File: config.mk
export PLATFORM = sky130hd
export DESIGN_NAME = delimited_datagram_deframer
export DESIGN_NICKNAME = d
export VERILOG_FILES = /design/src/design/ddd_pkg.sv /design/src/design/ddd_front.sv /design/src/design/ddd_queue.sv /design/src/design/ddd_back.sv /design/src/design/delimited_datagram_deframer.sv
export VERILOG_INCLUDE_DIRS = /design/src /design/src/design
export SDC_FILE = /design/constraint.sdc
export NUM_CORES = 1
export LEC_CHECK = 0
export ABC_AREA = 1
export BUFFER_PORTS_ARGS = -buffer_cell sky130_fd_sc_hd__buf_2
export CAP_MARGIN = 20
export CORE_MARGIN = 2
export CORE_UTILIZATION = 48
export CTS_CLUSTER_DIAMETER = 150
export DETAILED_ROUTE_END_ITERATION = 12
export GPL_ROUTABILITY_DRIVEN = 1
export SLEW_MARGIN = 10
export SYNTH_ARGS = -nofsm -noshare
export SYNTH_HDL_FRONTEND = slang
export SYNTH_SLANG_ARGS = --single-unit
File: constraint.sdc
create_clock -name clk_i -period 3.59 [get_ports clk_i]
set_clock_uncertainty 0.05 [all_clocks]
set_input_delay 0.5385 -clock clk_i [delete_from_list [all_inputs] [get_ports clk_i]]
set_output_delay 0.5385 -clock clk_i [all_outputs]
set_load 0.01 [all_outputs]
File: src/design/delimited_datagram_deframer_assert.svh
// Assertion macros shared by the deframer modules.
`ifndef DELIMITED_DATAGRAM_DEFRAMER_ASSERT_SVH
`define DELIMITED_DATAGRAM_DEFRAMER_ASSERT_SVH

// Same-cycle implication, checked out of reset.
`define DDD_ASSERT_NOW(lbl, ante, cons, msg) \
  lbl: assert property (@(posedge clk_i) disable iff (!rst_ni) (ante) |-> (cons)) \
    else $error(msg);

// Next-cycle implication, checked out of reset.
`define DDD_ASSERT_NEXT(lbl, ante, cons, msg) \
  lbl: assert property (@(posedge clk_i) disable iff (!rst_ni) (ante) |=> (cons)) \
    else $error(msg);

`endif

File: src/design/ddd_pkg.sv
// Types and constants for the delimited datagram deframer.
`timescale 1ns / 1ps

package ddd_pkg;

  localparam int unsigned StreamIdxW = 2;
  localparam int unsigned ByteW      = 8;
  localparam int unsigned CountW     = 8;
  localparam int unsigned WindowW    = 4 * ByteW;
  localparam int unsigned MinFrame   = 4;
  localparam logic [ByteW-1:0] MarkerReset = 8'hFF;

  // Queue between front and back
  localparam int unsigned QueueDepth = 2;
  localparam int unsigned QueuePtrW  = 1;
  localparam int unsigned QueueCntW  = 2;

  typedef struct packed {
    logic [StreamIdxW-1:0] stream_index;
    logic [ByteW-1:0]      data_byte;
  } ddd_in_t;

  typedef struct packed {
    logic [StreamIdxW-1:0] source_stream;
    logic [ByteW-1:0]      destination;
    logic [ByteW-1:0]      command_code;
    logic [ByteW-1:0]      argument;
    logic [ByteW-1:0]      datagram_id;
  } ddd_out_t;

  typedef struct packed {
    logic     valid;
    ddd_out_t beat;
  } ddd_push_t;

endpackage

File: src/design/ddd_front.sv
// Front end: per-stream window, count and last-id update; classifies each byte.
`timescale 1ns / 1ps

`include "delimited_datagram_deframer_assert.svh"

module ddd_front #(
  parameter int unsigned NUM_STREAMS     = 4,
  parameter int unsigned MAX_FRAME_BYTES = 128
) (
  input  logic                      clk_i,
  input  logic                      rst_ni,
  input  logic                      in_valid_i,
  output logic                      in_ready_o,
  input  ddd_pkg::ddd_in_t          in_i,
  input  logic [ddd_pkg::ByteW-1:0] marker_i,
  input  logic                      queue_full_i,
  output ddd_pkg::ddd_push_t        push_o
);

  localparam logic [ddd_pkg::CountW-1:0] MaxCount = ddd_pkg::CountW'(MAX_FRAME_BYTES);
  localparam logic [ddd_pkg::CountW-1:0] MinCount = ddd_pkg::CountW'(ddd_pkg::MinFrame);

  logic [ddd_pkg::WindowW-1:0] rec_q [NUM_STREAMS];
  logic [ddd_pkg::CountW-1:0]  cnt_q [NUM_STREAMS];
  logic [ddd_pkg::ByteW-1:0]   lid_q [NUM_STREAMS];

  logic [NUM_STREAMS-1:0]      hit;
  logic [ddd_pkg::WindowW-1:0] sel_rec;
  logic [ddd_pkg::CountW-1:0]  sel_cnt;
  logic [ddd_pkg::ByteW-1:0]   sel_lid;
  logic                        acc;
  logic                        is_marker;
  logic                        long_enough;
  logic                        dup;

  assign in_ready_o = !queue_full_i;
  assign acc        = in_valid_i && in_ready_o;
  assign is_marker  = (in_i.data_byte == marker_i);

  // lane select; out-of-range streams hit nothing
  always_comb begin
    sel_rec = '0;
    sel_cnt = '0;
    sel_lid = '0;
    for (int s = 0; s < NUM_STREAMS; s++) begin
      hit[s] = (int'(in_i.stream_index) == s);
      if (hit[s]) begin
        sel_rec = sel_rec | rec_q[s];
        sel_cnt = sel_cnt | cnt_q[s];
        sel_lid = sel_lid | lid_q[s];
      end
    end
  end

  assign long_enough = (sel_cnt >= MinCount);
  assign dup         = (sel_rec[ddd_pkg::ByteW-1:0] == sel_lid);

  always_comb begin
    push_o.valid              = acc && (|hit) && is_marker && long_enough && !dup;
    push_o.beat.source_stream = in_i.stream_index;
    push_o.beat.destination   = sel_rec[31:24];
    push_o.beat.command_code  = sel_rec[23:16];
    push_o.beat.argument      = sel_rec[15:8];
    push_o.beat.datagram_id   = sel_rec[7:0];
  end

  for (genvar g = 0; g < NUM_STREAMS; g++) begin : g_lane
    logic [ddd_pkg::CountW-1:0] cnt_inc;
    assign cnt_inc = cnt_q[g] + 1'b1;

    always_ff @(posedge clk_i or negedge rst_ni) begin
      if (!rst_ni) begin
        rec_q[g] <= '0;
        cnt_q[g] <= '0;
        lid_q[g] <= '0;
      end else if (acc && hit[g]) begin
        if (!is_marker) begin
          rec_q[g] <= {rec_q[g][ddd_pkg::WindowW-ddd_pkg::ByteW-1:0], in_i.data_byte};
          cnt_q[g] <= (cnt_inc >= MaxCount) ? '0 : cnt_inc;
        end else begin
          cnt_q[g] <= '0;
          if (long_enough && !dup) begin
            lid_q[g] <= rec_q[g][ddd_pkg::ByteW-1:0];
          end
        end
      end
    end

    `DDD_ASSERT_NOW(a_cnt_bound, 1'b1, cnt_q[g] < MaxCount, "frame count reached maximum")
  end

endmodule

File: src/design/ddd_queue.sv
// Two-entry queue between the front end and the output stage.
`timescale 1ns / 1ps

`include "delimited_datagram_deframer_assert.svh"

module ddd_queue (
  input  logic               clk_i,
  input  logic               rst_ni,
  input  ddd_pkg::ddd_push_t push_i,
  output logic               full_o,
  output logic               nonempty_o,
  input  logic               pop_i,
  output ddd_pkg::ddd_out_t  head_o
);

  ddd_pkg::ddd_out_t                 mem_q [ddd_pkg::QueueDepth];
  logic [ddd_pkg::QueuePtrW-1:0]     wr_ptr_q, wr_ptr_d;
  logic [ddd_pkg::QueuePtrW-1:0]     rd_ptr_q, rd_ptr_d;
  logic [ddd_pkg::QueueCntW-1:0]     cnt_q, cnt_d;
  logic                              do_push;
  logic                              do_pop;

  assign full_o     = (cnt_q == ddd_pkg::QueueCntW'(ddd_pkg::QueueDepth));
  assign nonempty_o = (cnt_q != '0);
  assign head_o     = mem_q[rd_ptr_q];
  assign do_push    = push_i.valid && !full_o;
  assign do_pop     = pop_i && nonempty_o;

  always_comb begin
    wr_ptr_d = do_push ? wr_ptr_q + 1'b1 : wr_ptr_q;
    rd_ptr_d = do_pop  ? rd_ptr_q + 1'b1 : rd_ptr_q;
    cnt_d    = cnt_q;
    if (do_push && !do_pop) begin
      cnt_d = cnt_q + 1'b1;
    end else if (do_pop && !do_push) begin
      cnt_d = cnt_q - 1'b1;
    end
  end

  always_ff @(posedge clk_i or negedge rst_ni) begin
    if (!rst_ni) begin
      wr_ptr_q <= '0;
      rd_ptr_q <= '0;
      cnt_q    <= '0;
    end else begin
      wr_ptr_q <= wr_ptr_d;
      rd_ptr_q <= rd_ptr_d;
      cnt_q    <= cnt_d;
    end
  end

  always_ff @(posedge clk_i) begin
    if (do_push) begin
      mem_q[wr_ptr_q] <= push_i.beat;
    end
  end

  `DDD_ASSERT_NOW(a_no_overflow, push_i.valid, !full_o, "push into full queue")
  `DDD_ASSERT_NOW(a_cnt_range, 1'b1, cnt_q <= ddd_pkg::QueueCntW'(ddd_pkg::QueueDepth), "queue count out of range")
  `DDD_ASSERT_NEXT(a_fill_track, do_push && !do_pop, cnt_q == $past(cnt_q) + 1'b1, "queue count lost a push")

endmodule

File: src/design/ddd_back.sv
// Back end: output register fed from the queue head.
`timescale 1ns / 1ps

module ddd_back (
  input  logic              clk_i,
  input  logic              rst_ni,
  input  logic              nonempty_i,
  input  ddd_pkg::ddd_out_t head_i,
  output logic              pop_o,
  output logic              out_valid_o,
  input  logic              out_ready_i,
  output ddd_pkg::ddd_out_t out_o
);

  logic              out_valid_q;
  ddd_pkg::ddd_out_t out_q;
  logic              slot_free;

  assign slot_free   = !out_valid_q || out_ready_i;
  assign pop_o       = slot_free && nonempty_i;
  assign out_valid_o = out_valid_q;
  assign out_o       = out_q;

  always_ff @(posedge clk_i or negedge rst_ni) begin
    if (!rst_ni) begin
      out_valid_q <= 1'b0;
    end else if (slot_free) begin
      out_valid_q <= nonempty_i;
    end
  end

  always_ff @(posedge clk_i) begin
    if (pop_o) begin
      out_q <= head_i;
    end
  end

endmodule

File: src/design/delimited_datagram_deframer.sv
// Top level of the delimited datagram deframer.
`timescale 1ns / 1ps

// Byte-delimited datagram deframer. Each input beat carries one received byte and the
// stream it came in on; every stream keeps its own byte count, a window of its last
// four bytes and the id of its last accepted datagram. When the end marker byte
// (register marker_q, reset 0xFF) arrives on a stream holding at least four bytes,
// the window gives destination, command, argument and id, oldest first; the datagram
// is sent only if its id differs from the stream's stored id, which it then replaces.
// Short frames are dropped; a frame that reaches MAX_FRAME_BYTES without a marker
// restarts its byte count. Streams at or above NUM_STREAMS are ignored. Rate: one
// input beat per cycle while the queue is not full; the per-stream update is a
// read-modify-write of flip-flop state. After its marker beat, a datagram goes
// through the front end into a two-entry queue, and the output register takes it
// from there. The input stalls only when that queue is full. The configuration
// port is always ready; write it only while the block is idle.

module delimited_datagram_deframer #(
  parameter int unsigned NUM_STREAMS     = 4,
  parameter int unsigned MAX_FRAME_BYTES = 128
) (
  input  logic                      clk_i,
  input  logic                      rst_ni,
  input  logic                      in_valid_i,
  output logic                      in_ready_o,
  input  ddd_pkg::ddd_in_t          in_i,
  output logic                      out_valid_o,
  input  logic                      out_ready_i,
  output ddd_pkg::ddd_out_t         out_o,
  input  logic                      cfg_valid_i,
  output logic                      cfg_ready_o,
  input  logic [ddd_pkg::ByteW-1:0] cfg_data_i
);

  logic [ddd_pkg::ByteW-1:0] marker_q;
  ddd_pkg::ddd_push_t        push;
  ddd_pkg::ddd_out_t         head;
  logic                      queue_full;
  logic                      queue_nonempty;
  logic                      pop;

  // end marker register; a write beat always lands
  assign cfg_ready_o = 1'b1;

  always_ff @(posedge clk_i or negedge rst_ni) begin
    if (!rst_ni) begin
      marker_q <= ddd_pkg::MarkerReset;
    end else if (cfg_valid_i && cfg_ready_o) begin
      marker_q <= cfg_data_i;
    end
  end

  // front: classify each byte and update its stream's state
  ddd_front #(
    .NUM_STREAMS     (NUM_STREAMS),
    .MAX_FRAME_BYTES (MAX_FRAME_BYTES)
  ) u_front (
    .clk_i        (clk_i),
    .rst_ni       (rst_ni),
    .in_valid_i   (in_valid_i),
    .in_ready_o   (in_ready_o),
    .in_i         (in_i),
    .marker_i     (marker_q),
    .queue_full_i (queue_full),
    .push_o       (push)
  );

  // decoupling queue, so a stalled output does not hold the front up at once
  ddd_queue u_queue (
    .clk_i      (clk_i),
    .rst_ni     (rst_ni),
    .push_i     (push),
    .full_o     (queue_full),
    .nonempty_o (queue_nonempty),
    .pop_i      (pop),
    .head_o     (head)
  );

  // back: output register
  ddd_back u_back (
    .clk_i       (clk_i),
    .rst_ni      (rst_ni),
    .nonempty_i  (queue_nonempty),
    .head_i      (head),
    .pop_o       (pop),
    .out_valid_o (out_valid_o),
    .out_ready_i (out_ready_i),
    .out_o       (out_o)
  );

endmodule
==> key figures <==
Final layout
  – Footprint of the multi-input gates: between 0.004 and 0.005 mm2
  – Ant diodes: 0
  – Fillers: approximately 2400
  – Layout cells sized above 1: 13.7%
  – Fin util: ~56%
  – Storage cell area: 0.00820 mm2
  – Final Instance Count excl. Fillers: between 1500 and 2000
  – P&R area growth vs syn: 14.4%
  – Design area: 0.0152 mm2
  – Fin nets: about 1500

Critical path
  – Crit end category: flip-flop
  – CP required: 3.93 ns
  – Reg2Reg Depth: 9
  – Reg-to-Reg End: u_queue.mem_q[0][18]$_DFFE_PP_
  – Worst Setup Start Kind: input pin
  – R2r setup slk: 1.13 ns
  – CP max FO: 36
  – Critical R2R Launch: marker_q[3]$_DFFE_PN1P_
  – Critical path arrival: about 3.0 ns
  – Crit path kind: input pin to flip-flop

Synth
  – Async S/R FF share, synth: between 60% and 70%
  – Post-synth top area share: between 30% and 40%
  – Top post-synthesis cells by count: 435 x nand2_1, 197 x dfrtp_1, 135 x inv_1
  – Syn Nets: about 1400
  – Ranking of synthesized cells by area: dfrtp_1 37%, edfxtp_1 23%, nand2_1 12%, o21ai_0 4.5%, inv_1 3.8%
  – Register area share after synthesis: about 62%
  – Syn Inst Count: around 1400
  – Mapped Area: around 0.013 mm2
  – Top cell type by total area after synthesis: dfrtp_1
  – Post-synth EDFFs: 102
  – Main synth FF type: dfrtp_1
  – Most frequent cell after synthesis: nand2_1
  – Post-synthesis cell type count: 37
  – Avg Synthesized Cell Area: around 9.6 um2
  – Yosys reg bits: around 310
  – Synth warnings: 0

Outcome
  – Status: completed

Route
  – Post-detailed-route wirelength per cell: 17.2 um
  – Final WL: about 32000 um
  – DR iter-0 viols: between 800 and 900
  – # DRC: 0
  – Via count: between 9000 and 10000
  – DRT Pass-1 Iters: 8
  – Post-route ant nets: 0
  – Vias per cell: around 5.2

STA
  – Final Max Tran Viols: 0
  – Final Hold Vio Count: 0
  – Final Cycle Share: between 70 and 80%
  – Final WS setup: 0.962 ns
  – Slew HR: between 40% and 50%
  – # setup viols final: 0
  – Max frequency: 381 MHz
  – Fin crit period: ~2.6 ns
  – RSZ-0062 raised after global routing: no
  – Final setup TNS: 0 ns
  – Worst slew pin tran: just under 0.8 ns

Global route
  – Global route total overflow: 0
  – Largest net degree at the start of global routing: 82
  – First-pass GRT wire length: approximately 52000 um
  – Total Routing Usage GR: between 20 and 25%
  – Initial antenna violation count: 0
  – Vias in the first global route: between 9000 and 10000

CTS
  – Post-CTS resize count: 0
  – H-tree Lvls: 2
  – # hold bufs at CTS: 1
  – Max clock buf depth: 3
  – TritonCTS Buffers: 34
  – Clock-pin slew on the worst setup and hold paths: roughly 0.06 ns
  – Post-CTS Setup Inserts: 0
  – # clock sinks: 307
  – CTS tree: yes
  – CTS root buffer: clkbuf_16
  – Clk Latency, worst-skew pair: around 0.52 ns

Placement
  – Worst slack at placement: ~0.47 ns
  – IO buf count: 58
  – Placed cell areas: 0.0140 mm2
  – Hpwl dp: ~22000 um
  – Placed cells: 1777
  – RePlAce Congestion: 0.849

Die
  – IO Count: 60
  – Core ar.: between 0.02 and 0.03 mm2
  – DIE AREA: 0.0290 mm2
  – Die outline width: approximately 170 um
  – Row cnt: 60
  – Starting density of the core: between 40% and 50%
  – Die Span Y: 170 um

Power
  – VDD IR-drop max: around 0.51 mV
  – PD cells: 792 mW/mm2
  – Leakage power total: about 7.2 nW

Hold path
  – Worst Hold Depth: 2
  – Hold crit path type: input pin to flip-flop
  – Hold wc startpoint: out_ready_i
  – Hold endpoint: u_back.out_valid_o$_DFFE_PN0N_

Run
  – Max Cap Viol: 0
-- worst max-delay path by stage --
stage	startpoint	end	slack, ns	cells after the start
floorplan	in_i[9]	u_queue.mem_q[1][0]$_DFFE_PP_	0.009	16
global placement	in_i[8]	u_front.lid_q[31]$_DFFE_PN0P_	0.47	16
detailed placement	in_i[8]	u_front.lid_q[31]$_DFFE_PN0P_	0.47	16
CTS	in_i[8]	u_front.lid_q[31]$_DFFE_PN0P_	0.99	16
global route	in_i[8]	u_queue.cnt_q[1]$_DFFE_PN0P_	0.71	18
finish	in_i[8]	u_front.lid_q[31]$_DFFE_PN0P_	0.96	16
-- cell usage in the layout, fill, tap and decap left out, drive strengths merged, types with 5 or more instances in the layout --
cell type    n
nand3       50
nor2        63
ha           5
buf         84
nor3         6
clkinv      10
clkbuf      48
nand4       50
bufinv       5
nand2      438
xor2        21
a21oi       44
dfstp        8
mux2        26
dfrtp      197
inv        144
edfxtp     102
o21ai      128
o22ai       27
xnor2        5
-- cells by family (layout without fill, tap and decap cells) --
| kind of cell | after synthesis | count (layout) | share of synthesized area (%) |
|---|---|---|---|
| other cells | 1 | 1 | 0.0282 |
| compound gates | 202 | 202 | 7.94 |
| mux | 26 | 26 | 2.20 |
| flops | 307 | 307 | 61.7 |
| simple gates | 608 | 608 | 19.2 |
| xor+xnor | 26 | 26 | 1.71 |
| buf+inv | 210 | 292 | 6.74 |
| fa+ha+maj | 5 | 5 | 0.470 |
-- critical path, stage by stage --
cell,delay [ns]
buf_2,0.38
buf_4,0.29
nand3_1,0.09
nand2_1,0.14
inv_1,0.05
nand2_1,0.11
nand2_1,0.07
nand2_1,0.06
inv_1,0.03
nand2_1,0.10
nor2_1,0.05
nand2_1,0.09
buf_4,0.36
nand3_1,0.34
nand2_1,0.14
nand2_1,0.07
-- power breakdown --
part	leakage (nW)	switching (W)	internal, W	total, W
sequential	3.55	0.000750	0.00485	0.00560
combinational	3.06	0.00180	0.000998	0.00280
clock	0.587	0.00139	0.00226	0.00366
total	7.19	0.00394	0.00811	0.0121
-- sequential cells by signal, indices dropped and copies added (netlist names) --
signal / cells
marker_q: 8
u_back.out_o: 34
u_back.out_valid_o: 1
u_front.cnt_q: 32
u_front.lid_q: 32
u_front.rec_q: 128
u_queue.cnt_q: 2
u_queue.mem_q: 68
u_queue.rd_ptr_q: 1
u_queue.wr_ptr_q: 1
-- layer usage --
layer / up-vias / global-route usage [%] / routed length, um
met5: - / 0 / 0
met4: 0 / 6.09 / 675
met3: 58 / 3.42 / 1680
met2: 239 / 36.3 / 14500
li1: 4649 / - / -
met1: 4619 / 33.5 / 14700
-- metrics by stage --
step           power [W]  hold WS (ns)
4_1_cts           0.0122         0.170
2_1_floorplan    0.00732         0.193
3_3_place_gp     0.00839         0.407
6_report          0.0121         0.178
5_1_grt           0.0128         0.211
3_5_place_dp     0.00847         0.409
-- final cells by class --
| class | instances | area share (%) |
|---|---|---|
| inverters | 145 | 3.59 |
| multi-input cells | 868 | 27.8 |
| well taps | 372 | 3.06 |
| repair buffers | 86 | 3.86 |
| clock buffers | 47 | 6.38 |
| clock inverters | 14 | 1.43 |
| flip-flops and latches | 307 | 53.9 |
No activity file was read; power rests on OpenSTA's default activity.
